===== config.mk =====
export PLATFORM = sky130hd
export DESIGN_NAME = slot_allocator_with_offsets_unit
export DESIGN_NICKNAME = d
export VERILOG_FILES = /design/src/rtl/sao_pkg.sv /design/src/rtl/sao_bitmap.sv /design/src/rtl/sao_mul.sv /design/src/rtl/slot_allocator_with_offsets_unit.sv
export SDC_FILE = /design/constraint.sdc
export NUM_CORES = 2
export LEC_CHECK = 0
export BUFFER_PORTS_ARGS = -buffer_cell sky130_fd_sc_hd__buf_2
export CAP_MARGIN = 20
export CORE_UTILIZATION = 30
export DETAILED_ROUTE_END_ITERATION = 6
export PLACE_DENSITY = 0.48
export RECOVER_POWER = 100
export SYNTH_ARGS = -nofsm -noshare
export SYNTH_HDL_FRONTEND = slang
export SYNTH_SLANG_ARGS = --single-unit

===== constraint.sdc =====
create_clock -name clock -period 8.45 [get_ports clock]
set_input_delay 0.4225 -clock clock [delete_from_list [all_inputs] [get_ports clock]]
set_output_delay 0.4225 -clock clock [all_outputs]
set_load 0.01 [all_outputs]

===== src/rtl/sao_pkg.sv =====
// sao_pkg: shared types, codes and constants for the slot allocator
// used by sao_bitmap, sao_mul and slot_allocator_with_offsets_unit
`timescale 1ns / 1ps

package sao_pkg;

   // pool size default and bitmap row geometry
   localparam int SLOTS_DEF = 64;
   localparam int ROW_BITS  = 16;
   localparam int ROW_SEL   = 4;

   // field widths
   localparam int FUNC_W    = 3;
   localparam int SLOT_IN_W = 7;
   localparam int SLOT_W    = 6;
   localparam int OFF_W     = 18;
   localparam int VBO_W     = 26;
   localparam int TRI_W     = 17;
   localparam int IPS_W     = 12;
   localparam int VPS_W     = 12;
   localparam int VB_W      = 8;
   localparam int CSR_W     = 12;
   localparam int CSR_A_W   = 2;
   localparam int REQ_W     = 16;
   localparam int RSP_W     = 112;

   // shared multiplier geometry and divide-by-three reciprocal
   localparam int MUL_W     = 24;
   localparam int PROD_W    = 2 * MUL_W;
   localparam logic [MUL_W-1:0] RECIP3 = 24'd5592405;

   // configuration reset values
   localparam logic [IPS_W-1:0] IPS_RST = 12'd6;
   localparam logic [VPS_W-1:0] VPS_RST = 12'd4;
   localparam logic [VB_W-1:0]  VB_RST  = 8'd32;

   // operation codes
   typedef enum logic [FUNC_W-1:0] {
      FN_RESERVE  = 3'd0,
      FN_FREE     = 3'd1,
      FN_FREE_ALL = 3'd2,
      FN_LOCK     = 3'd3,
      FN_UNLOCK   = 3'd4,
      FN_LOCATE   = 3'd5
   } func_type;

   // configuration register indexes
   typedef enum logic [CSR_A_W-1:0] {
      REG_IPS = 2'd0,
      REG_VPS = 2'd1,
      REG_VB  = 2'd2
   } reg_type;

   // bitmap control group
   typedef struct packed {
      logic rd_en;
      logic wr_en;
      logic clr_all;
   } bm_ctrl_type;

endpackage


===== src/rtl/sao_bitmap.sv =====
// sao_bitmap: used-slot bitmap stored as rows in a memory, with per-row valid bits
// depends on sao_pkg
`timescale 1ns / 1ps

module sao_bitmap #(
   parameter int SLOTS = sao_pkg::SLOTS_DEF,
   localparam int ROWS = (SLOTS + sao_pkg::ROW_BITS - 1) / sao_pkg::ROW_BITS,
   localparam int RW   = (ROWS > 1) ? $clog2(ROWS) : 1
) (
   input  logic                          clock,
   input  logic                          reset,
   input  sao_pkg::bm_ctrl_type          ctrl,
   input  logic [RW-1:0]                 rd_row,
   input  logic [RW-1:0]                 wr_row,
   input  logic [sao_pkg::ROW_BITS-1:0]  wr_data,
   output logic [sao_pkg::ROW_BITS-1:0]  rd_data
);

   logic [sao_pkg::ROW_BITS-1:0] mem [ROWS];
   logic [ROWS-1:0]              row_vld_ff;
   logic [ROWS-1:0]              row_vld_in;
   logic [sao_pkg::ROW_BITS-1:0] rd_raw_ff;
   logic                         rd_vld_ff;
   logic [sao_pkg::ROW_BITS-1:0] rd_pad_ff;
   logic [sao_pkg::ROW_BITS-1:0] pad_in;

   // bits past the end of the pool always read as used
   always_comb begin
      for (int b = 0; b < sao_pkg::ROW_BITS; b++) begin
         pad_in[b] = ((int'(rd_row) * sao_pkg::ROW_BITS + b) >= SLOTS);
      end
   end

   // row valid bits: free-all drops them all at once
   always_comb begin
      row_vld_in = row_vld_ff;
      if (ctrl.clr_all) begin
         row_vld_in = '0;
      end else if (ctrl.wr_en) begin
         row_vld_in[wr_row] = 1'b1;
      end
   end

   always_ff @(posedge clock) begin
      if (reset) begin
         row_vld_ff <= '0;
      end else begin
         row_vld_ff <= row_vld_in;
      end
   end

   // row memory, one write and one registered read
   always_ff @(posedge clock) begin
      if (ctrl.wr_en) begin
         mem[wr_row] <= wr_data;
      end
   end

   always_ff @(posedge clock) begin
      if (ctrl.rd_en) begin
         rd_raw_ff <= mem[rd_row];
         rd_vld_ff <= row_vld_ff[rd_row];
         rd_pad_ff <= pad_in;
      end
   end

   // a row never written since free-all reads as all free, apart from the padding bits past the pool
   assign rd_data = (rd_vld_ff ? rd_raw_ff : '0) | rd_pad_ff;

endmodule


===== src/rtl/sao_mul.sv =====
// sao_mul: shared unsigned multiplier with a registered product
// depends on sao_pkg
`timescale 1ns / 1ps

module sao_mul (
   input  logic                        clock,
   input  logic                        en,
   input  logic [sao_pkg::MUL_W-1:0]   a,
   input  logic [sao_pkg::MUL_W-1:0]   b,
   output logic [sao_pkg::PROD_W-1:0]  prod
);

   logic [sao_pkg::PROD_W-1:0] prod_ff;
   logic [sao_pkg::PROD_W-1:0] prod_in;

   // one product per cycle while en is high
   assign prod_in = a * b;

   always_ff @(posedge clock) begin
      if (en) begin
         prod_ff <= prod_in;
      end
   end

   assign prod = prod_ff;

endmodule


===== src/rtl/slot_allocator_with_offsets_unit.sv =====
// slot allocator: reserve scans the bitmap one 16-slot row per cycle (ROWS = ceil(SLOTS / 16)
// rows in all); all words then run seven steps through the one shared multiplier (draw
// counts, divide by three, offsets). one word at a time; the next word is taken while a
// result waits in the output register. synchronous reset clears bitmap valid bits,
// high-water count and lock
`timescale 1ns / 1ps

module slot_allocator_with_offsets_unit #(
   parameter int SLOTS = sao_pkg::SLOTS_DEF
) (
   input  logic                           clock,
   input  logic                           reset,
   // req_tdata: func [2:0], slot_in [9:3]
   input  logic                           req_tvalid,
   output logic                           req_tready,
   input  logic [sao_pkg::REQ_W-1:0]      req_tdata,
   // rsp_tdata: ok [0], slot_out [6:1], index_offset [24:7],
   // vertex_byte_offset [50:25], vertex_offset [68:51], draw_enable [69],
   // draw_vertices [87:70], draw_triangles [104:88]
   output logic                           rsp_tvalid,
   input  logic                           rsp_tready,
   output logic [sao_pkg::RSP_W-1:0]      rsp_tdata,
   input  logic                           csr_we,
   input  logic [sao_pkg::CSR_A_W-1:0]    csr_addr,
   input  logic [sao_pkg::CSR_W-1:0]      csr_wdata
);

   localparam int ROWS = (SLOTS + sao_pkg::ROW_BITS - 1) / sao_pkg::ROW_BITS;
   localparam int RW   = (ROWS > 1) ? $clog2(ROWS) : 1;
   localparam int IW   = $clog2(ROWS + 1);
   localparam int HW_W = $clog2(SLOTS + 1);
   localparam int FS_W = RW + sao_pkg::ROW_SEL;

   typedef enum logic [4:0] {
      S_IDLE = 5'b00001,
      S_SCAN = 5'b00010,
      S_FREE = 5'b00100,
      S_MUL  = 5'b01000,
      S_OUT  = 5'b10000
   } state_type;

   typedef enum logic [2:0] {
      ST_TRI   = 3'd0,
      ST_DIV   = 3'd1,
      ST_VTX   = 3'd2,
      ST_VOFF  = 3'd3,
      ST_VBYTE = 3'd4,
      ST_IOFF  = 3'd5,
      ST_DRAIN = 3'd6
   } step_type;

   // configuration
   logic [sao_pkg::IPS_W-1:0] ips_ff;
   logic [sao_pkg::VPS_W-1:0] vps_ff;
   logic [sao_pkg::VB_W-1:0]  vb_ff;

   // control state
   state_type state_ff, state_in;
   step_type  step_ff, step_in;
   logic [HW_W-1:0] hw_ff, hw_in;
   logic            locked_ff, locked_in;
   logic [IW-1:0]   iss_ff, iss_in;
   logic            pend_ff, pend_in;
   logic [RW-1:0]   chk_ff, chk_in;
   logic            rsp_tvalid_ff, rsp_tvalid_in;

   // item payload and results
   logic [sao_pkg::FUNC_W-1:0]    func_ff, func_in;
   logic [sao_pkg::SLOT_IN_W-1:0] slot_ff, slot_in;
   logic                          ok_ff, ok_in;
   logic [sao_pkg::SLOT_W-1:0]    sout_ff, sout_in;
   logic [sao_pkg::MUL_W-1:0]     x_ff, x_in;
   logic [sao_pkg::MUL_W-1:0]     qest_ff, qest_in;
   logic [sao_pkg::TRI_W-1:0]     dt_ff, dt_in;
   logic [sao_pkg::OFF_W-1:0]     dv_ff, dv_in;
   logic [sao_pkg::OFF_W-1:0]     vo_ff, vo_in;
   logic [sao_pkg::VBO_W-1:0]     vbo_ff, vbo_in;
   logic [sao_pkg::OFF_W-1:0]     io_ff, io_in;
   logic [sao_pkg::RSP_W-1:0]     rsp_data_ff, rsp_data_in;

   // datapath
   sao_pkg::bm_ctrl_type          bm_ctrl;
   logic [RW-1:0]                 bm_rd_row;
   logic [RW-1:0]                 bm_wr_row;
   logic [sao_pkg::ROW_BITS-1:0]  bm_wr_data;
   logic [sao_pkg::ROW_BITS-1:0]  bm_rd_data;
   logic                          mul_en;
   logic [sao_pkg::MUL_W-1:0]     mul_a;
   logic [sao_pkg::MUL_W-1:0]     mul_b;
   logic [sao_pkg::PROD_W-1:0]    prod;

   logic                          accept;
   logic                          free_ok;
   logic [RW-1:0]                 free_row;
   logic                          zero_any;
   logic [sao_pkg::ROW_SEL-1:0]   zbit;
   logic [FS_W-1:0]               found_slot;
   logic [sao_pkg::ROW_SEL-1:0]   fbit;
   logic                          rd_more;
   logic                          loc_valid;
   logic [sao_pkg::VBO_W-1:0]     q3;
   logic [sao_pkg::VBO_W-1:0]     rem3;
   logic [sao_pkg::MUL_W-1:0]     q_fix;
   logic                          draw_en;

   sao_bitmap #(.SLOTS(SLOTS)) u_bitmap (
      .clock   (clock),
      .reset   (reset),
      .ctrl    (bm_ctrl),
      .rd_row  (bm_rd_row),
      .wr_row  (bm_wr_row),
      .wr_data (bm_wr_data),
      .rd_data (bm_rd_data)
   );

   sao_mul u_mul (
      .clock (clock),
      .en    (mul_en),
      .a     (mul_a),
      .b     (mul_b),
      .prod  (prod)
   );

   assign req_tready = (state_ff == S_IDLE);
   assign accept     = req_tvalid && req_tready;
   assign rsp_tvalid = rsp_tvalid_ff;
   assign rsp_tdata  = rsp_data_ff;

   // free target: slot field of the incoming word in idle, held word otherwise
   assign free_ok  = !req_tdata[9] && (int'(req_tdata[8:3]) < SLOTS);
   assign free_row = (state_ff == S_IDLE) ? RW'(int'(req_tdata[8:3]) / sao_pkg::ROW_BITS)
                                          : RW'(int'(slot_ff[5:0]) / sao_pkg::ROW_BITS);
   assign fbit     = slot_ff[sao_pkg::ROW_SEL-1:0];

   // lowest free bit of the row just read
   always_comb begin
      zbit = '0;
      for (int b = sao_pkg::ROW_BITS - 1; b >= 0; b--) begin
         if (!bm_rd_data[b]) begin
            zbit = sao_pkg::ROW_SEL'(b);
         end
      end
   end

   assign zero_any   = ~&bm_rd_data;
   assign found_slot = {chk_ff, zbit};
   assign rd_more    = (int'(iss_ff) < ROWS);

   // exact divide by three: reciprocal estimate is low by at most one
   assign q3    = {1'b0, qest_ff, 1'b0} + {2'b00, qest_ff};
   assign rem3  = {2'b00, x_ff} - q3;
   assign q_fix = (rem3 >= sao_pkg::VBO_W'(3)) ? qest_ff + 1'b1 : qest_ff;

   assign loc_valid = (func_ff == sao_pkg::FN_LOCATE) && ok_ff;
   assign draw_en   = !locked_ff && (hw_ff != '0);

   // sequencer
   always_comb begin
      state_in      = state_ff;
      step_in       = step_ff;
      hw_in         = hw_ff;
      locked_in     = locked_ff;
      iss_in        = iss_ff;
      pend_in       = pend_ff;
      chk_in        = chk_ff;
      rsp_tvalid_in = rsp_tvalid_ff;
      func_in       = func_ff;
      slot_in       = slot_ff;
      ok_in         = ok_ff;
      sout_in       = sout_ff;
      x_in          = x_ff;
      qest_in       = qest_ff;
      dt_in         = dt_ff;
      dv_in         = dv_ff;
      vo_in         = vo_ff;
      vbo_in        = vbo_ff;
      io_in         = io_ff;
      rsp_data_in   = rsp_data_ff;
      bm_ctrl       = '0;
      bm_rd_row     = free_row;
      bm_wr_row     = free_row;
      bm_wr_data    = bm_rd_data & ~(sao_pkg::ROW_BITS'(1) << fbit);
      mul_en        = 1'b0;
      mul_a         = '0;
      mul_b         = '0;

      if (rsp_tvalid_ff && rsp_tready) begin
         rsp_tvalid_in = 1'b0;
      end

      unique case (state_ff)
         S_IDLE: begin
            if (accept) begin
               func_in = req_tdata[2:0];
               slot_in = req_tdata[9:3];
               ok_in   = 1'b1;
               sout_in = '0;
               step_in = ST_TRI;
               state_in = S_MUL;
               case (req_tdata[2:0])
                  sao_pkg::FN_RESERVE: begin
                     iss_in   = '0;
                     pend_in  = 1'b0;
                     state_in = S_SCAN;
                  end
                  sao_pkg::FN_FREE: begin
                     if (free_ok) begin
                        bm_ctrl.rd_en = 1'b1;
                        state_in      = S_FREE;
                     end
                  end
                  sao_pkg::FN_FREE_ALL: bm_ctrl.clr_all = 1'b1;
                  sao_pkg::FN_LOCK:     locked_in = 1'b1;
                  sao_pkg::FN_UNLOCK:   locked_in = 1'b0;
                  sao_pkg::FN_LOCATE:   ok_in = !req_tdata[9] && locked_ff;
                  default: ;
               endcase
            end
         end
         S_SCAN: begin
            // issue the next row while checking the one read last cycle
            bm_rd_row     = iss_ff[RW-1:0];
            bm_ctrl.rd_en = rd_more;
            pend_in       = rd_more;
            chk_in        = iss_ff[RW-1:0];
            if (rd_more) begin
               iss_in = iss_ff + 1'b1;
            end
            if (pend_ff && zero_any) begin
               bm_ctrl.wr_en = 1'b1;
               bm_wr_row     = chk_ff;
               bm_wr_data    = bm_rd_data | (sao_pkg::ROW_BITS'(1) << zbit);
               ok_in         = 1'b1;
               sout_in       = sao_pkg::SLOT_W'(int'(found_slot));
               if (int'(found_slot) == int'(hw_ff)) begin
                  hw_in = hw_ff + 1'b1;
               end
               state_in = S_MUL;
            end else if (!rd_more && !pend_ff) begin
               ok_in    = 1'b0;
               state_in = S_MUL;
            end
         end
         S_FREE: begin
            bm_ctrl.wr_en = 1'b1;
            state_in      = S_MUL;
         end
         S_MUL: begin
            mul_en  = 1'b1;
            step_in = step_type'(step_ff + 1'b1);
            case (step_ff)
               ST_TRI: begin
                  mul_a = sao_pkg::MUL_W'(hw_ff);
                  mul_b = sao_pkg::MUL_W'(ips_ff);
               end
               ST_DIV: begin
                  x_in  = prod[sao_pkg::MUL_W-1:0];
                  mul_a = prod[sao_pkg::MUL_W-1:0];
                  mul_b = sao_pkg::RECIP3;
               end
               ST_VTX: begin
                  qest_in = prod[sao_pkg::PROD_W-1:sao_pkg::MUL_W];
                  mul_a   = sao_pkg::MUL_W'(hw_ff);
                  mul_b   = sao_pkg::MUL_W'(vps_ff);
               end
               ST_VOFF: begin
                  dv_in = prod[sao_pkg::OFF_W-1:0];
                  dt_in = q_fix[sao_pkg::TRI_W-1:0];
                  mul_a = sao_pkg::MUL_W'(slot_ff[5:0]);
                  mul_b = sao_pkg::MUL_W'(vps_ff);
               end
               ST_VBYTE: begin
                  vo_in = prod[sao_pkg::OFF_W-1:0];
                  mul_a = prod[sao_pkg::MUL_W-1:0];
                  mul_b = sao_pkg::MUL_W'(vb_ff);
               end
               ST_IOFF: begin
                  vbo_in = prod[sao_pkg::VBO_W-1:0];
                  mul_a  = sao_pkg::MUL_W'(slot_ff[5:0]);
                  mul_b  = sao_pkg::MUL_W'(ips_ff);
               end
               default: begin
                  io_in    = prod[sao_pkg::OFF_W-1:0];
                  step_in  = step_ff;
                  state_in = S_OUT;
               end
            endcase
         end
         S_OUT: begin
            if (!rsp_tvalid_ff || rsp_tready) begin
               rsp_tvalid_in = 1'b1;
               rsp_data_in   = {7'b0, dt_ff, dv_ff, draw_en,
                                (loc_valid ? vo_ff : '0),
                                (loc_valid ? vbo_ff : '0),
                                (loc_valid ? io_ff : '0),
                                sout_ff, ok_ff};
               state_in      = S_IDLE;
            end
         end
         default: state_in = S_IDLE;
      endcase
   end

   // control registers
   always_ff @(posedge clock) begin
      if (reset) begin
         state_ff      <= S_IDLE;
         step_ff       <= ST_TRI;
         hw_ff         <= '0;
         locked_ff     <= 1'b0;
         iss_ff        <= '0;
         pend_ff       <= 1'b0;
         chk_ff        <= '0;
         rsp_tvalid_ff <= 1'b0;
      end else begin
         state_ff      <= state_in;
         step_ff       <= step_in;
         hw_ff         <= hw_in;
         locked_ff     <= locked_in;
         iss_ff        <= iss_in;
         pend_ff       <= pend_in;
         chk_ff        <= chk_in;
         rsp_tvalid_ff <= rsp_tvalid_in;
      end
   end

   // payload registers
   always_ff @(posedge clock) begin
      func_ff     <= func_in;
      slot_ff     <= slot_in;
      ok_ff       <= ok_in;
      sout_ff     <= sout_in;
      x_ff        <= x_in;
      qest_ff     <= qest_in;
      dt_ff       <= dt_in;
      dv_ff       <= dv_in;
      vo_ff       <= vo_in;
      vbo_ff      <= vbo_in;
      io_ff       <= io_in;
      rsp_data_ff <= rsp_data_in;
   end

   // configuration registers
   always_ff @(posedge clock) begin
      if (reset) begin
         ips_ff <= sao_pkg::IPS_RST;
         vps_ff <= sao_pkg::VPS_RST;
         vb_ff  <= sao_pkg::VB_RST;
      end else if (csr_we) begin
         unique case (csr_addr)
            sao_pkg::REG_IPS: ips_ff <= csr_wdata[sao_pkg::IPS_W-1:0];
            sao_pkg::REG_VPS: vps_ff <= csr_wdata[sao_pkg::VPS_W-1:0];
            sao_pkg::REG_VB:  vb_ff  <= csr_wdata[sao_pkg::VB_W-1:0];
            default: ;
         endcase
      end
   end

   // an accepted word always takes the sequencer out of idle in the next cycle
   a_leave_idle: assert property (@(posedge clock) disable iff (reset)
      accept |=> !req_tready)
      else $error("word accepted but sequencer stayed idle");

   // high-water count stays within the pool
   a_hw_bound: assert property (@(posedge clock) disable iff (reset)
      int'(hw_ff) <= SLOTS)
      else $error("high-water count beyond pool size");

   // high-water count only ever moves up by one
   a_hw_step: assert property (@(posedge clock) disable iff (reset)
      (hw_in != hw_ff) |-> (hw_in == HW_W'(hw_ff + 1'b1)))
      else $error("high-water count jumped");

   // a granted slot lies inside the pool
   a_grant_range: assert property (@(posedge clock) disable iff (reset)
      (state_ff == S_SCAN && pend_ff && zero_any) |-> (int'(found_slot) < SLOTS))
      else $error("reserve granted a slot outside the pool");

endmodule

==> results.py <==
metrics = {
    "clock_network": {
        "tritoncts": "built",
        "clock_latency_ps": 590,
        "cts_buffer_depth": 3,
        "numCtsBuffers": 48,
        "cts_htree_levels": 2,
        "clkTransAtPathRegs_ps": 60,
        "clock-sinks": 452,
        "root_buffer": "clkbuf_16",
    },
    "sta": {
        "finalSetupViolCount": 0,
        "rsz0062_at_grt": "true",
        "slew_headroom_pct": -102,
        "final_max_slew_viol_count": 76,
        "period_share_pct": 99.8,
        "max_freq_mhz": 119,
        "tns_ps": 0,
        "finalHoldViolations": 0,
        "worstMarginPinSlew_ps": 3030,
        "fin_skew_ps": 19.9,
        "period_minus_slack_ps": 8430,
    },
    "routing": {
        "via_per_inst": 4.64,
        "wirelength_um": 92800,
        "num_vias": 22700,
        "first_pass_iters": 6,
        "drtIter0Drc": 1607,
        "ant_nets": 0,
        "wl_per_cell_um": 18.9,
        "drc_errors": 0,
    },
    "hold_path": {
        "hold_class": "in2reg",
    },
    "yosys": {
        "yosysTopAreaCellShare_pct": 34.9,
        "synthTopCellsByCount": "inv_1 (545), edfxtp_1 (393), fa_1 (360)",
        "yosysWarnings": 0,
        "synth_ff_type": "edfxtp_1",
        "ys_seq_elements": 452,
        "avgSynthCellArea_um2": 10.9,
        "yosysSeqAreaShare_pct": 38.4,
        "synthArstFlopShare_pct": 0,
        "synth_cells": 3091,
        "synth_top_area_cell": "edfxtp_1",
        "synth_cell_types": 88,
        "synth-edff-count": 393,
        "synth.area.top_cells": "edfxtp_1 (35%), fa_1 (21%), ha_1 (10%)",
        "syn_area_mm2": 0.0338,
        "synth_most_common_cell": "inv_1",
    },
    "global_routing": {
        "overflow": 0,
        "antenna_found_initial": 4,
        "grt.total_usage_pct": 16.3,
        "grt_pass1_vias": 23400,
        "grt_pass1_wl_um": 141000,
        "grt_max_degree": 64,
    },
    "outcome": {
        "status": "finished, violations left",
        "violations": "max-capacitance violations, max-slew violations",
    },
    "floorplan": {
        "dieArea_mm2": 0.114,
        "ios": 149,
        "die_w_um": 338,
        "start_util_pct": 30.4,
        "die_h_um": 338,
        "core_area_mm2": 0.111,
        "rows": 122,
    },
    "job": {
        "cap_violations": 2,
    },
    "cells_and_area": {
        "final_util_pct": 35.8,
        "diodes": 0,
        "fin_nets": 4053,
        "drive_gt1_share_pct": 12.4,
        "instances_no_fill": 4902,
        "syn_to_final_growth_pct": 17.6,
    },
    "critical_path": {
        "critPathLaunchType": "flip-flop",
        "path_max_fanout": 7,
        "critPathKind": "reg2reg",
        "cp_common_cell": "fa_1",
        "max_stage_delay_ps": 580,
        "crit_path_top_delay_cell": "fa_1",
        "cp-end-kind": "flip-flop",
        "worstPathRequired_ps": 8780,
        "arrival_ps": 8760,
    },
    "power_and_ir_drop": {
        "powerDensity_mw_per_mm2": 136,
        "power_leakage_nw": 16.5,
        "power.total_mw": 5.42,
        "ir_drop_mv": 0.137,
    },
    "placement": {
        "dp_hpwl_um": 73000,
        "gp_congestion": 0.876,
        "dp_cells": 4782,
        "port_buffers": 135,
    },
}
==> stage by stage <==
| stage | cell area, um^2 | hold slack (ps) | setup WS [ps] |
|---|---|---|---|
| 5_1_grt | 39800 | 83.8 | -230 |
| 3_5_place_dp | 37500 | 405 | -307 |
| 3_3_place_gp | 37500 | 400 | -234 |
| 2_1_floorplan | 34000 | 400 | 1.53 |
| 6_report | 39800 | 82.1 | 18.7 |
| 4_1_cts | 39200 | 25.0 | 0.641 |
==> layout make-up <==
| type | instances | area (um^2) |
|---|---|---|
| fill | 11100 | 71500 |
| multi-input combinational | 1982 | 18900 |
| sequential | 452 | 13000 |
| timing repair buffer | 350 | 2430 |
| inverter | 545 | 2050 |
| tap | 1488 | 1860 |
| clock buffer | 58 | 1270 |
| clock inverter | 27 | 320 |
==> kinds of logic (layout without fill, tap and decap cells) <==
| logic type | count (synthesis) | in the layout | share of synthesized area [%] |
|---|---|---|---|
| adders and majority gates | 639 | 639 | 31.6 |
| xor gates and xnor gates | 86 | 86 | 2.23 |
| muxes | 29 | 29 | 1.49 |
| buffers and inverters | 663 | 980 | 7.50 |
| and+or+nand+nor | 849 | 849 | 11.6 |
| other | 1 | 7 | 0.0111 |
| AOI/OAI and AO/OA | 372 | 372 | 7.22 |
| DFF | 452 | 452 | 38.4 |
==> where the power goes <==
group,switching (mW),internal (mW),leakage [nW]
clock,0.871,1.28,0.767
combinational,0.397,0.258,11.6
sequential,0.0843,2.53,4.05
total,1.35,4.07,16.5
==> worst max-delay path: cells and delay by family, from the launching register on <==
family	cells	cell delay (ps)
XOR/XNOR	1	100
buffers and inverters	6	460
AND/OR/NAND/NOR	8	1970
adder cells (fa/ha/maj)	10	4150
AO/OA/AOI/OAI	6	1140
flip-flops	1	360
==> what timing repair did <==
action / 4_1_cts / 5_1_grt
pin swaps: 4 / 50
buffers inserted: 1 / 24
endpoints found under the setup margin: 9 / 16
hold buffers: 4 / 0
cloned: 0 / 5
hold endpoints to repair: 4 / 0
resized for setup: 19 / 86
==> sequential cells by signal, summed over array words and instances, names as in the netlist, 12 cells and up <==
register            count
rsp_tdata             105
u_bitmap.mem           64
u_mul.prod             47
vbo_ff                 26
x_ff                   24
qest_ff                23
dv_ff                  18
io_ff                  18
vo_ff                  18
dt_ff                  17
u_bitmap.rd_raw_ff     16
ips_ff                 12
vps_ff                 12
==> per-layer routing <==
layer / track usage, % / wire (um) / vias up
met5: 0 / 9 / -
met4: 4.55 / 2440 / 2
met3: 2.04 / 4900 / 99
met2: 25.9 / 41400 / 584
met1: 23.3 / 44000 / 11300
li1: - / - / 10800
==> path summary, 6_finish.rpt <==
path             startpoint             end  slack, ps  cells past startpoint
max              step_ff[0]  u_mul.prod[46]         20                     31
min            csr_wdata[2]       ips_ff[2]         80                      3
max reg2reg      step_ff[0]  u_mul.prod[46]         20                     31
min reg2reg  u_mul.prod[40]     qest_ff[16]        420                      0
==> placed cells by master, fill, tap and decap left out, types with 26 or more instances in the layout <==
master / count
a21o_1: 26
a21oi_1: 117
and2_0: 34
and2_1: 44
and3_1: 26
buf_4: 166
clkbuf_1: 138
clkbuf_16: 54
dfxtp_1: 54
edfxtp_1: 393
fa_1: 349
ha_1: 270
inv_1: 538
nand2_1: 322
nand3_1: 68
nor2_1: 208
o21ai_0: 43
xnor2_1: 60
xor2_1: 26
Note: power is estimated with default switching activity, not from simulation.
